==> src/rtl/core/fpc_pkg.sv <==
// Shared types and constants of the float precision converter.
`timescale 1ns / 1ps
package fpc_pkg;

    // Direction codes
    localparam logic [2:0] OP_S2D = 3'd0;
    localparam logic [2:0] OP_S2Q = 3'd1;
    localparam logic [2:0] OP_D2Q = 3'd2;
    localparam logic [2:0] OP_D2S = 3'd3;
    localparam logic [2:0] OP_Q2S = 3'd4;
    localparam logic [2:0] OP_Q2D = 3'd5;

    // Destination format codes
    localparam logic [1:0] DST_NONE = 2'd0;
    localparam logic [1:0] DST_S    = 2'd1;
    localparam logic [1:0] DST_D    = 2'd2;
    localparam logic [1:0] DST_Q    = 2'd3;

    // Bias differences between formats
    localparam logic [14:0] BD_SD = 15'd896;
    localparam logic [14:0] BD_SQ = 15'd16256;
    localparam logic [14:0] BD_DQ = 15'd15360;

    localparam logic [14:0] EMAX_S = 15'd255;
    localparam logic [14:0] EMAX_D = 15'd2047;
    localparam logic [14:0] EMAX_Q = 15'd32767;

    localparam logic [16:0] FD_S = 17'd23;
    localparam logic [16:0] FD_D = 17'd52;

    typedef struct packed {
        logic [2:0]  op;
        logic [63:0] src_hi;
        logic [63:0] src_lo;
    } t_fpc_in;

    typedef struct packed {
        logic [63:0] res_hi;
        logic [63:0] res_lo;
    } t_fpc_out;

    // After unpack: fraction left-aligned to 112 bits
    typedef struct packed {
        logic         sign;
        logic [2:0]   op;
        logic         emax;
        logic         ezero;
        logic         fnz;
        logic [14:0]  exp;
        logic [111:0] frac;
    } t_fpc_s1;

    // After classify: vector to shift, then extract fraction from bit 111 down
    typedef struct packed {
        logic         sign;
        logic [1:0]   dst;
        logic         left;
        logic [5:0]   amt;
        logic [14:0]  exp;
        logic [112:0] vec;
    } t_fpc_s2;

endpackage

==> src/rtl/core/fpc_unpack.sv <==
// Stage 1: field extraction and fraction alignment.
`timescale 1ns / 1ps
module fpc_unpack
    import fpc_pkg::*;
(
    input  logic    i_clk,
    input  logic    i_rst_n,
    input  logic    i_en,
    input  logic    i_valid,
    input  t_fpc_in i_data,
    output logic    o_valid,
    output t_fpc_s1 o_data
);

    logic    r_valid;
    t_fpc_s1 r_data;
    t_fpc_s1 n_data;

    always_comb begin
        n_data      = '0;
        n_data.op   = i_data.op;
        unique case (i_data.op) inside
            OP_S2D, OP_S2Q: begin
                n_data.sign = i_data.src_lo[31];
                n_data.exp  = {7'd0, i_data.src_lo[30:23]};
                n_data.frac = {i_data.src_lo[22:0], 89'd0};
            end
            OP_D2Q, OP_D2S: begin
                n_data.sign = i_data.src_lo[63];
                n_data.exp  = {4'd0, i_data.src_lo[62:52]};
                n_data.frac = {i_data.src_lo[51:0], 60'd0};
            end
            OP_Q2S, OP_Q2D: begin
                n_data.sign = i_data.src_hi[63];
                n_data.exp  = i_data.src_hi[62:48];
                n_data.frac = {i_data.src_hi[47:0], i_data.src_lo};
            end
            default: ;
        endcase
        // emax against source width
        unique case (i_data.op) inside
            OP_S2D, OP_S2Q: n_data.emax = (n_data.exp == EMAX_S);
            OP_D2Q, OP_D2S: n_data.emax = (n_data.exp == EMAX_D);
            default:        n_data.emax = (n_data.exp == EMAX_Q);
        endcase
        n_data.ezero = (n_data.exp == 15'd0);
        n_data.fnz   = |n_data.frac;
    end

    always_ff @(posedge i_clk) begin
        if (!i_rst_n) begin
            r_valid <= 1'b0;
        end else if (i_en) begin
            r_valid <= i_valid;
        end
    end

    always_ff @(posedge i_clk) begin
        if (i_en) begin
            r_data <= n_data;
        end
    end

    assign o_valid = r_valid;
    assign o_data  = r_data;

endmodule

==> src/rtl/core/fpc_classify.sv <==
// Stage 2: special cases, exponent rebias, leading-zero count and shift plan.
`timescale 1ns / 1ps
module fpc_classify
    import fpc_pkg::*;
(
    input  logic    i_clk,
    input  logic    i_rst_n,
    input  logic    i_en,
    input  logic    i_valid,
    input  t_fpc_s1 i_data,
    output logic    o_valid,
    output t_fpc_s2 o_data
);

    logic               r_valid;
    t_fpc_s2            r_data;
    t_fpc_s2            n_data;
    logic [5:0]         lz;
    logic [5:0]         k;
    logic [14:0]        bd;
    logic [14:0]        dmax;
    logic [16:0]        fd;
    logic signed [16:0] x;
    logic [16:0]        n;
    logic               widen;

    // leading zeros of the 52-bit aligned widening fraction
    always_comb begin
        lz = 6'd0;
        for (int i = 0; i < 52; i++) begin
            if (i_data.frac[60 + i]) begin
                lz = 6'(51 - i);
            end
        end
    end

    always_comb begin
        widen = 1'b1;
        bd    = BD_SD;
        dmax  = EMAX_D;
        fd    = FD_D;
        n_data      = '0;
        n_data.sign = i_data.sign;
        unique case (i_data.op)
            OP_S2D: begin bd = BD_SD; dmax = EMAX_D; n_data.dst = DST_D; end
            OP_S2Q: begin bd = BD_SQ; dmax = EMAX_Q; n_data.dst = DST_Q; end
            OP_D2Q: begin bd = BD_DQ; dmax = EMAX_Q; n_data.dst = DST_Q; end
            OP_D2S: begin
                widen = 1'b0; bd = BD_SD; dmax = EMAX_S; fd = FD_S; n_data.dst = DST_S;
            end
            OP_Q2S: begin
                widen = 1'b0; bd = BD_SQ; dmax = EMAX_S; fd = FD_S; n_data.dst = DST_S;
            end
            OP_Q2D: begin
                widen = 1'b0; bd = BD_DQ; dmax = EMAX_D; fd = FD_D; n_data.dst = DST_D;
            end
            default: n_data.dst = DST_NONE;
        endcase

        k = lz + 6'd1;
        x = $signed({2'b00, i_data.exp}) - $signed({2'b00, bd});
        n = 17'(-x);

        if (widen) begin
            n_data.left = 1'b1;
            n_data.vec  = {1'b0, i_data.frac};
            if (i_data.emax) begin
                n_data.exp = dmax;
            end else if (i_data.ezero) begin
                if (i_data.fnz) begin
                    // subnormal source: normalise
                    n_data.amt = k;
                    n_data.exp = bd + 15'd1 - {9'd0, k};
                end
            end else begin
                n_data.exp = i_data.exp + bd;
            end
        end else begin
            n_data.left = 1'b0;
            if (i_data.emax) begin
                n_data.exp = dmax;
                if (i_data.fnz) begin
                    if (i_data.frac[111]) begin
                        // quiet NaN: fraction one
                        if (fd == FD_S) n_data.vec[89] = 1'b1;
                        else            n_data.vec[60] = 1'b1;
                    end else begin
                        n_data.vec[111] = 1'b1;
                    end
                end
            end else if (x >= $signed({2'b00, dmax})) begin
                n_data.exp = dmax;
            end else if (x <= 17'sd0) begin
                if (n <= fd) begin
                    n_data.vec = {1'b1, i_data.frac};
                    n_data.amt = 6'(n + 17'd1);
                end
            end else begin
                n_data.exp = x[14:0];
                n_data.vec = {1'b1, i_data.frac};
            end
        end
    end

    always_ff @(posedge i_clk) begin
        if (!i_rst_n) begin
            r_valid <= 1'b0;
        end else if (i_en) begin
            r_valid <= i_valid;
        end
    end

    always_ff @(posedge i_clk) begin
        if (i_en) begin
            r_data <= n_data;
        end
    end

    assign o_valid = r_valid;
    assign o_data  = r_data;

endmodule

==> src/rtl/core/fpc_pack.sv <==
// Stage 3: fraction shift and result assembly into the output register.
`timescale 1ns / 1ps
module fpc_pack
    import fpc_pkg::*;
(
    input  logic     i_clk,
    input  logic     i_rst_n,
    input  logic     i_en,
    input  logic     i_valid,
    input  t_fpc_s2  i_data,
    output logic     o_valid,
    output t_fpc_out o_data
);

    logic         r_valid;
    t_fpc_out     r_data;
    t_fpc_out     n_data;
    logic [112:0] sh;

    always_comb begin
        if (i_data.left) sh = i_data.vec << i_data.amt;
        else             sh = i_data.vec >> i_data.amt;
        n_data = '0;
        unique case (i_data.dst)
            DST_S: n_data.res_lo = {32'd0, i_data.sign, i_data.exp[7:0], sh[111:89]};
            DST_D: n_data.res_lo = {i_data.sign, i_data.exp[10:0], sh[111:60]};
            DST_Q: begin
                n_data.res_hi = {i_data.sign, i_data.exp, sh[111:64]};
                n_data.res_lo = sh[63:0];
            end
            default: ;
        endcase
    end

    always_ff @(posedge i_clk) begin
        if (!i_rst_n) begin
            r_valid <= 1'b0;
        end else if (i_en) begin
            r_valid <= i_valid;
        end
    end

    always_ff @(posedge i_clk) begin
        if (i_en) begin
            r_data <= n_data;
        end
    end

    assign o_valid = r_valid;
    assign o_data  = r_data;

endmodule

==> src/rtl/core/float_precision_convert.sv <==
// Top level of the IEEE binary32/64/128 precision converter.
//
// Input channel: i_valid / o_stall carry one beat of op, src_hi, src_lo.
// Output channel: o_valid / i_stall carry one beat of res_hi, res_lo.
// A beat moves on a rising edge with valid high and stall low.
// Six directions: widening is exact (subnormals normalised by a
// leading-zero count), narrowing truncates; unused op codes give zero.
// Pipeline: three register stages (unpack, classify, shift and pack);
// a beat passes through them in that order, and o_valid is the valid
// bit of the pack stage. Each stage has its own valid bit.
// Throughput: one beat per cycle while the output beat is not stalled.
// Stall: the whole pipe holds when the output beat is stalled; holes
// in the pipe do not fill while the output waits, so o_stall equals
// "output register full and stalled". Nothing is lost or repeated.
// Reset (synchronous, active low) clears the valid bits only.
`timescale 1ns / 1ps
module float_precision_convert
    import fpc_pkg::*;
(
    input  logic     i_clk,
    input  logic     i_rst_n,
    input  logic     i_valid,
    output logic     o_stall,
    input  t_fpc_in  i_data,
    output logic     o_valid,
    input  logic     i_stall,
    output t_fpc_out o_data
);

    logic    en;
    logic    v1;
    logic    v2;
    t_fpc_s1 d1;
    t_fpc_s2 d2;

    // pipe advances unless the result beat is held by the receiver
    assign en      = !(o_valid && i_stall);
    assign o_stall = !en;

    fpc_unpack u_unpack (
        .i_clk   (i_clk),
        .i_rst_n (i_rst_n),
        .i_en    (en),
        .i_valid (i_valid),
        .i_data  (i_data),
        .o_valid (v1),
        .o_data  (d1)
    );

    fpc_classify u_classify (
        .i_clk   (i_clk),
        .i_rst_n (i_rst_n),
        .i_en    (en),
        .i_valid (v1),
        .i_data  (d1),
        .o_valid (v2),
        .o_data  (d2)
    );

    fpc_pack u_pack (
        .i_clk   (i_clk),
        .i_rst_n (i_rst_n),
        .i_en    (en),
        .i_valid (v2),
        .i_data  (d2),
        .o_valid (o_valid),
        .o_data  (o_data)
    );

endmodule

==> config.mk <==
export PLATFORM = sky130hd
export DESIGN_NAME = float_precision_convert
export DESIGN_NICKNAME = d
export VERILOG_FILES = /design/src/rtl/core/fpc_pkg.sv /design/src/rtl/core/fpc_unpack.sv /design/src/rtl/core/fpc_classify.sv /design/src/rtl/core/fpc_pack.sv /design/src/rtl/core/float_precision_convert.sv
export SDC_FILE = /design/constraint.sdc
export NUM_CORES = 2
export LEC_CHECK = 0
export ABC_AREA = 1
export BUFFER_PORTS_ARGS = -buffer_cell sky130_fd_sc_hd__buf_2
export CAP_MARGIN = 20
export CORE_ASPECT_RATIO = 1.4
export CORE_MARGIN = 4
export CORE_UTILIZATION = 61
export CTS_CLUSTER_DIAMETER = 100
export DETAILED_ROUTE_END_ITERATION = 10
export HOLD_SLACK_MARGIN = 0.08
export PLACE_DENSITY = 0.85
export SYNTH_ARGS = -nofsm -noshare
export SYNTH_HDL_FRONTEND = slang
export SYNTH_SLANG_ARGS = --single-unit
==> constraint.sdc <==
create_clock -name i_clk -period 19.7 [get_ports i_clk]
set_input_delay 1.97 -clock i_clk [delete_from_list [all_inputs] [get_ports i_clk]]
set_output_delay 1.97 -clock i_clk [all_outputs]
set_load 0.05 [all_outputs]
==> out/metrics.yaml <==
yosys:
  synth-seq-area-share_pct: 37.9
  ys_ff_latch: 403
  synth-main-ff-cell: "edfxtp_1"
  synth_edf_count: 400
  synth_compound_area_share_pct: 19.1
  yosysTopAreaCell: "edfxtp_1"
  synthAdderAreaFrac_pct: 1.34
  synth_top_family_by_area: "simple AND/OR/NAND/NOR gates"
  async_reset_ff_share_pct: 0
  synthMuxAreaShare_pct: 8.76
  synth_xor_area_share_pct: 0.604
  synth-simple-area-share_pct: 21.4
  syn_nets: 4623
  syn_area_mm2: 0.0319
  syn_inst: 4455
  synth.distinct_cells: 50
  synth_area_leaders: "edfxtp_1 38%, nand2_1 13%, o21ai_0 8.8%, mux2i_1 8.8%, inv_1 7.3%"
  yosysWarnings: 0
  yosys.area.top_type_share_pct: 37.7
  syn-mean-instance-area_um2: 7.16
clocking:
  holdBufCountCts: 0
  clk_pin_slew_ns: 0.07
  cts_setup_buffers: 0
  cts_buffers: 38
  cts_root_buf: "clkbuf_16"
  htreeDepth: 2
  cts_tree: "built"
  clock_path_buffers: 3
  cts.sinks: 403
  clk_latency_ns: 0.60
  cts.repair.resized: 0
placed_design:
  hpwlAfterDp_mm: 98.4
  place_ws_ns: 14.11
  place_congestion: 1.12
  port-buffer-count: 264
  dpl.cell_count: 5118
routing:
  dr.pass1.iters: 9
  initialDrtViolationCount: 4607
  vias: 32600
  drc: 0
  vias_per_cell: 6.28
  routedWlPerCell_um: 24.4
  antenna_left: 0
  wirelength_mm: 127
worst_setup_path:
  crit_type: "flop to flop"
  crit_required_ns: 19.99
  worstPathMaxFanout: 96
  critPathLaunchType: "flop"
  crit_start: "u_unpack.o_data[132]$_DFFE_PN_"
  cp_data_arrival_time_ns: 6.05
  reg2reg_from: "u_unpack.o_data[132]$_DFFE_PN_"
  critPathCaptureType: "flop"
timing:
  max_freq_mhz: 174
  rsz0062_at_grt: "no"
  fin_tns_setup_ns: 0
  setup_slack_ns: 13.94
  report.final.slew_viol_count: 0
  slew_headroom_pct: 17.3
  hold_viol_final: 0
  max_slew.worst_pin.slew_ns: 1.23
  finalSetupViolCount: 0
  fin_crit_ns: 5.76
  clock_skew_ns: 0.0307
  period_share_pct: 29.2
global_route:
  top_usage_layer: "met2"
  use_met3_pct: 7.61
  grt_use_total_pct: 43.3
  grt-ovfl-total: 0
  grt_pass1_vias: 29900
  grt_max_degree: 158
  use_met1_pct: 49.6
  antenna_found_initial: 5
  grt_first_pass_wirelength_mm: 185
  use_met2_pct: 69.1
floorplanning:
  die_area_mm2: 0.0560
  core_area_mm2: 0.0514
  dieWidth_um: 201
  num_io_pins: 265
  start_util_pct: 62.0
  die_y_um: 278
  rows: 98
layout:
  layout_common_cells: "1144 x nand2_1, 614 x inv_1, 559 x o21ai_0"
  area_growth_pct: 8.77
  mostFrequentLayoutCell: "nand2_1"
  stdcell_count: 5195
  drive_above_1_share_pct: 8.77
  final_nets: 4679
power_and_ir_drop:
  max-vdd-ir-drop_mv: 0.0852
  intPower_mw: 1.78
  p_leak_nw: 18.3
  combPwrFrac_pct: 38.1
  seqPwrFrac_pct: 37.1
  power_switching_mw: 1.27
  netSwitchingFraction_pct: 41.6
  power_frac_clock_pct: 24.8
  p_per_area_mw_per_mm2: 87.9
hold_path:
  hold_path.class: "flop to flop"
  min_from: "u_unpack.o_data[133]$_DFFE_PN_"
job:
  cap_violations: 0
status:
  status: "complete, no violations"
==> power by group through the flow <==
stage               sequential (mW)  combinational [mW]  clock, mW
floorplan                      1.27               0.597          0
global placement               1.14                1.10          0
detailed placement             1.14                1.10          0
CTS                            1.13                1.11      0.757
global route                   1.13                1.22      0.792
finish                         1.13                1.16      0.756
==> layer usage <==
metal / share of wire [%] / up-vias
met2: 44 / 2264
met5: 0 / -
met1: 34 / 14700
met3: 9.9 / 590
met4: 12 / 0
li1: - / 15100
==> sequential cells by signal, indices dropped and copies added, names as in the netlist <==
name and flops:
u_unpack.o_data 134, u_unpack.o_valid 1, u_classify.o_data 138, u_pack.o_valid 1, u_classify.o_valid 1, u_pack.o_data 128
==> Yosys cell counts (3+ instances only) <==
cell	count
a211oi_1	7
a21oi_1	270
a221oi_1	21
a22o_1	6
a22oi_1	5
a311oi_1	4
a31oi_1	17
buf_1	67
clkbuf_1	224
clkinv_1	7
dfxtp_1	3
edfxtp_1	400
ha_1	31
inv_1	619
inv_2	7
mux2i_1	279
nand2_1	1146
nand3_1	120
nand4_1	21
nor2_1	339
nor3_1	11
nor4_1	50
o2111ai_1	5
o211ai_1	59
o21a_1	6
o21ai_0	559
o21ai_1	14
o21bai_1	3
o221ai_1	49
o22ai_1	53
o31ai_1	4
or2_2	5
xnor2_1	5
xor2_1	17
==> final timing paths <==
| check | endpoint | slack [ns] | cells past startpoint |
|---|---|---|---|
| max | u_classify.o_data[81]$_DFFE_PN_ | 13.94 | 26 |
| min reg2reg | u_classify.o_data[137]$_DFFE_PN_ | 0.44 | 0 |
| max reg2reg | u_classify.o_data[81]$_DFFE_PN_ | 13.94 | 26 |
| min | u_classify.o_data[137]$_DFFE_PN_ | 0.44 | 0 |
==> cell families (layout without fill, tap and decap cells) <==
kind of cell    count (synthesis)  after routing
xor+xnor                       22             22
flops                         403            403
simple gates                 1702           1702
fa+ha+maj                      33             33
compound gates               1090           1090
mux                           279            279
buf+inv                       926           1009
other cells                     0              7
==> through the flow <==
step           power, mW  area (µm²)  utilization [%]  hold slack (ns)
6_report            3.05       34700             67.5            0.437
2_1_floorplan       1.86       31900                -            0.400
5_1_grt             3.15       34700             67.5            0.454
4_1_cts             2.99       34600             67.3            0.439
3_5_place_dp        2.25       33300             64.8            0.425
3_3_place_gp        2.24       33300             64.8            0.407
==> critical path, stage by stage, from the launching register on <==
cell and delay, ns:
edfxtp_1 0.38, inv_1 0.12, nor2_1 0.07, nand2_1 0.09, nand2_1 0.11, inv_1 0.30, nand3_1 0.34, ha_1 0.42
inv_1 0.12, o21ai_1 0.09, nand2_1 0.10, xor2_1 0.39, inv_1 0.09, ha_1 0.30, nand2_1 0.06, nor4_1 0.29
o211ai_1 0.11, nand2_1 0.07, a21o_1 0.11, nand2_1 0.09, inv_1 0.12, nor2_1 0.10, nand2_1 0.16, nor2_1 0.10
nor2_4 0.31, buf_4 0.75, nor2_1 0.18
==> area by class of cell <==
cell class,count,area (µm²)
multi-input combinational,3126,16400
sequential,403,12100
clock buffer,42,966
tap,650,813
fill,4406,16700
timing repair buffer,308,1710
inverter,634,2400
antenna,7,17.5
clock inverter,25,310
(Power assumes the default switching activity.)
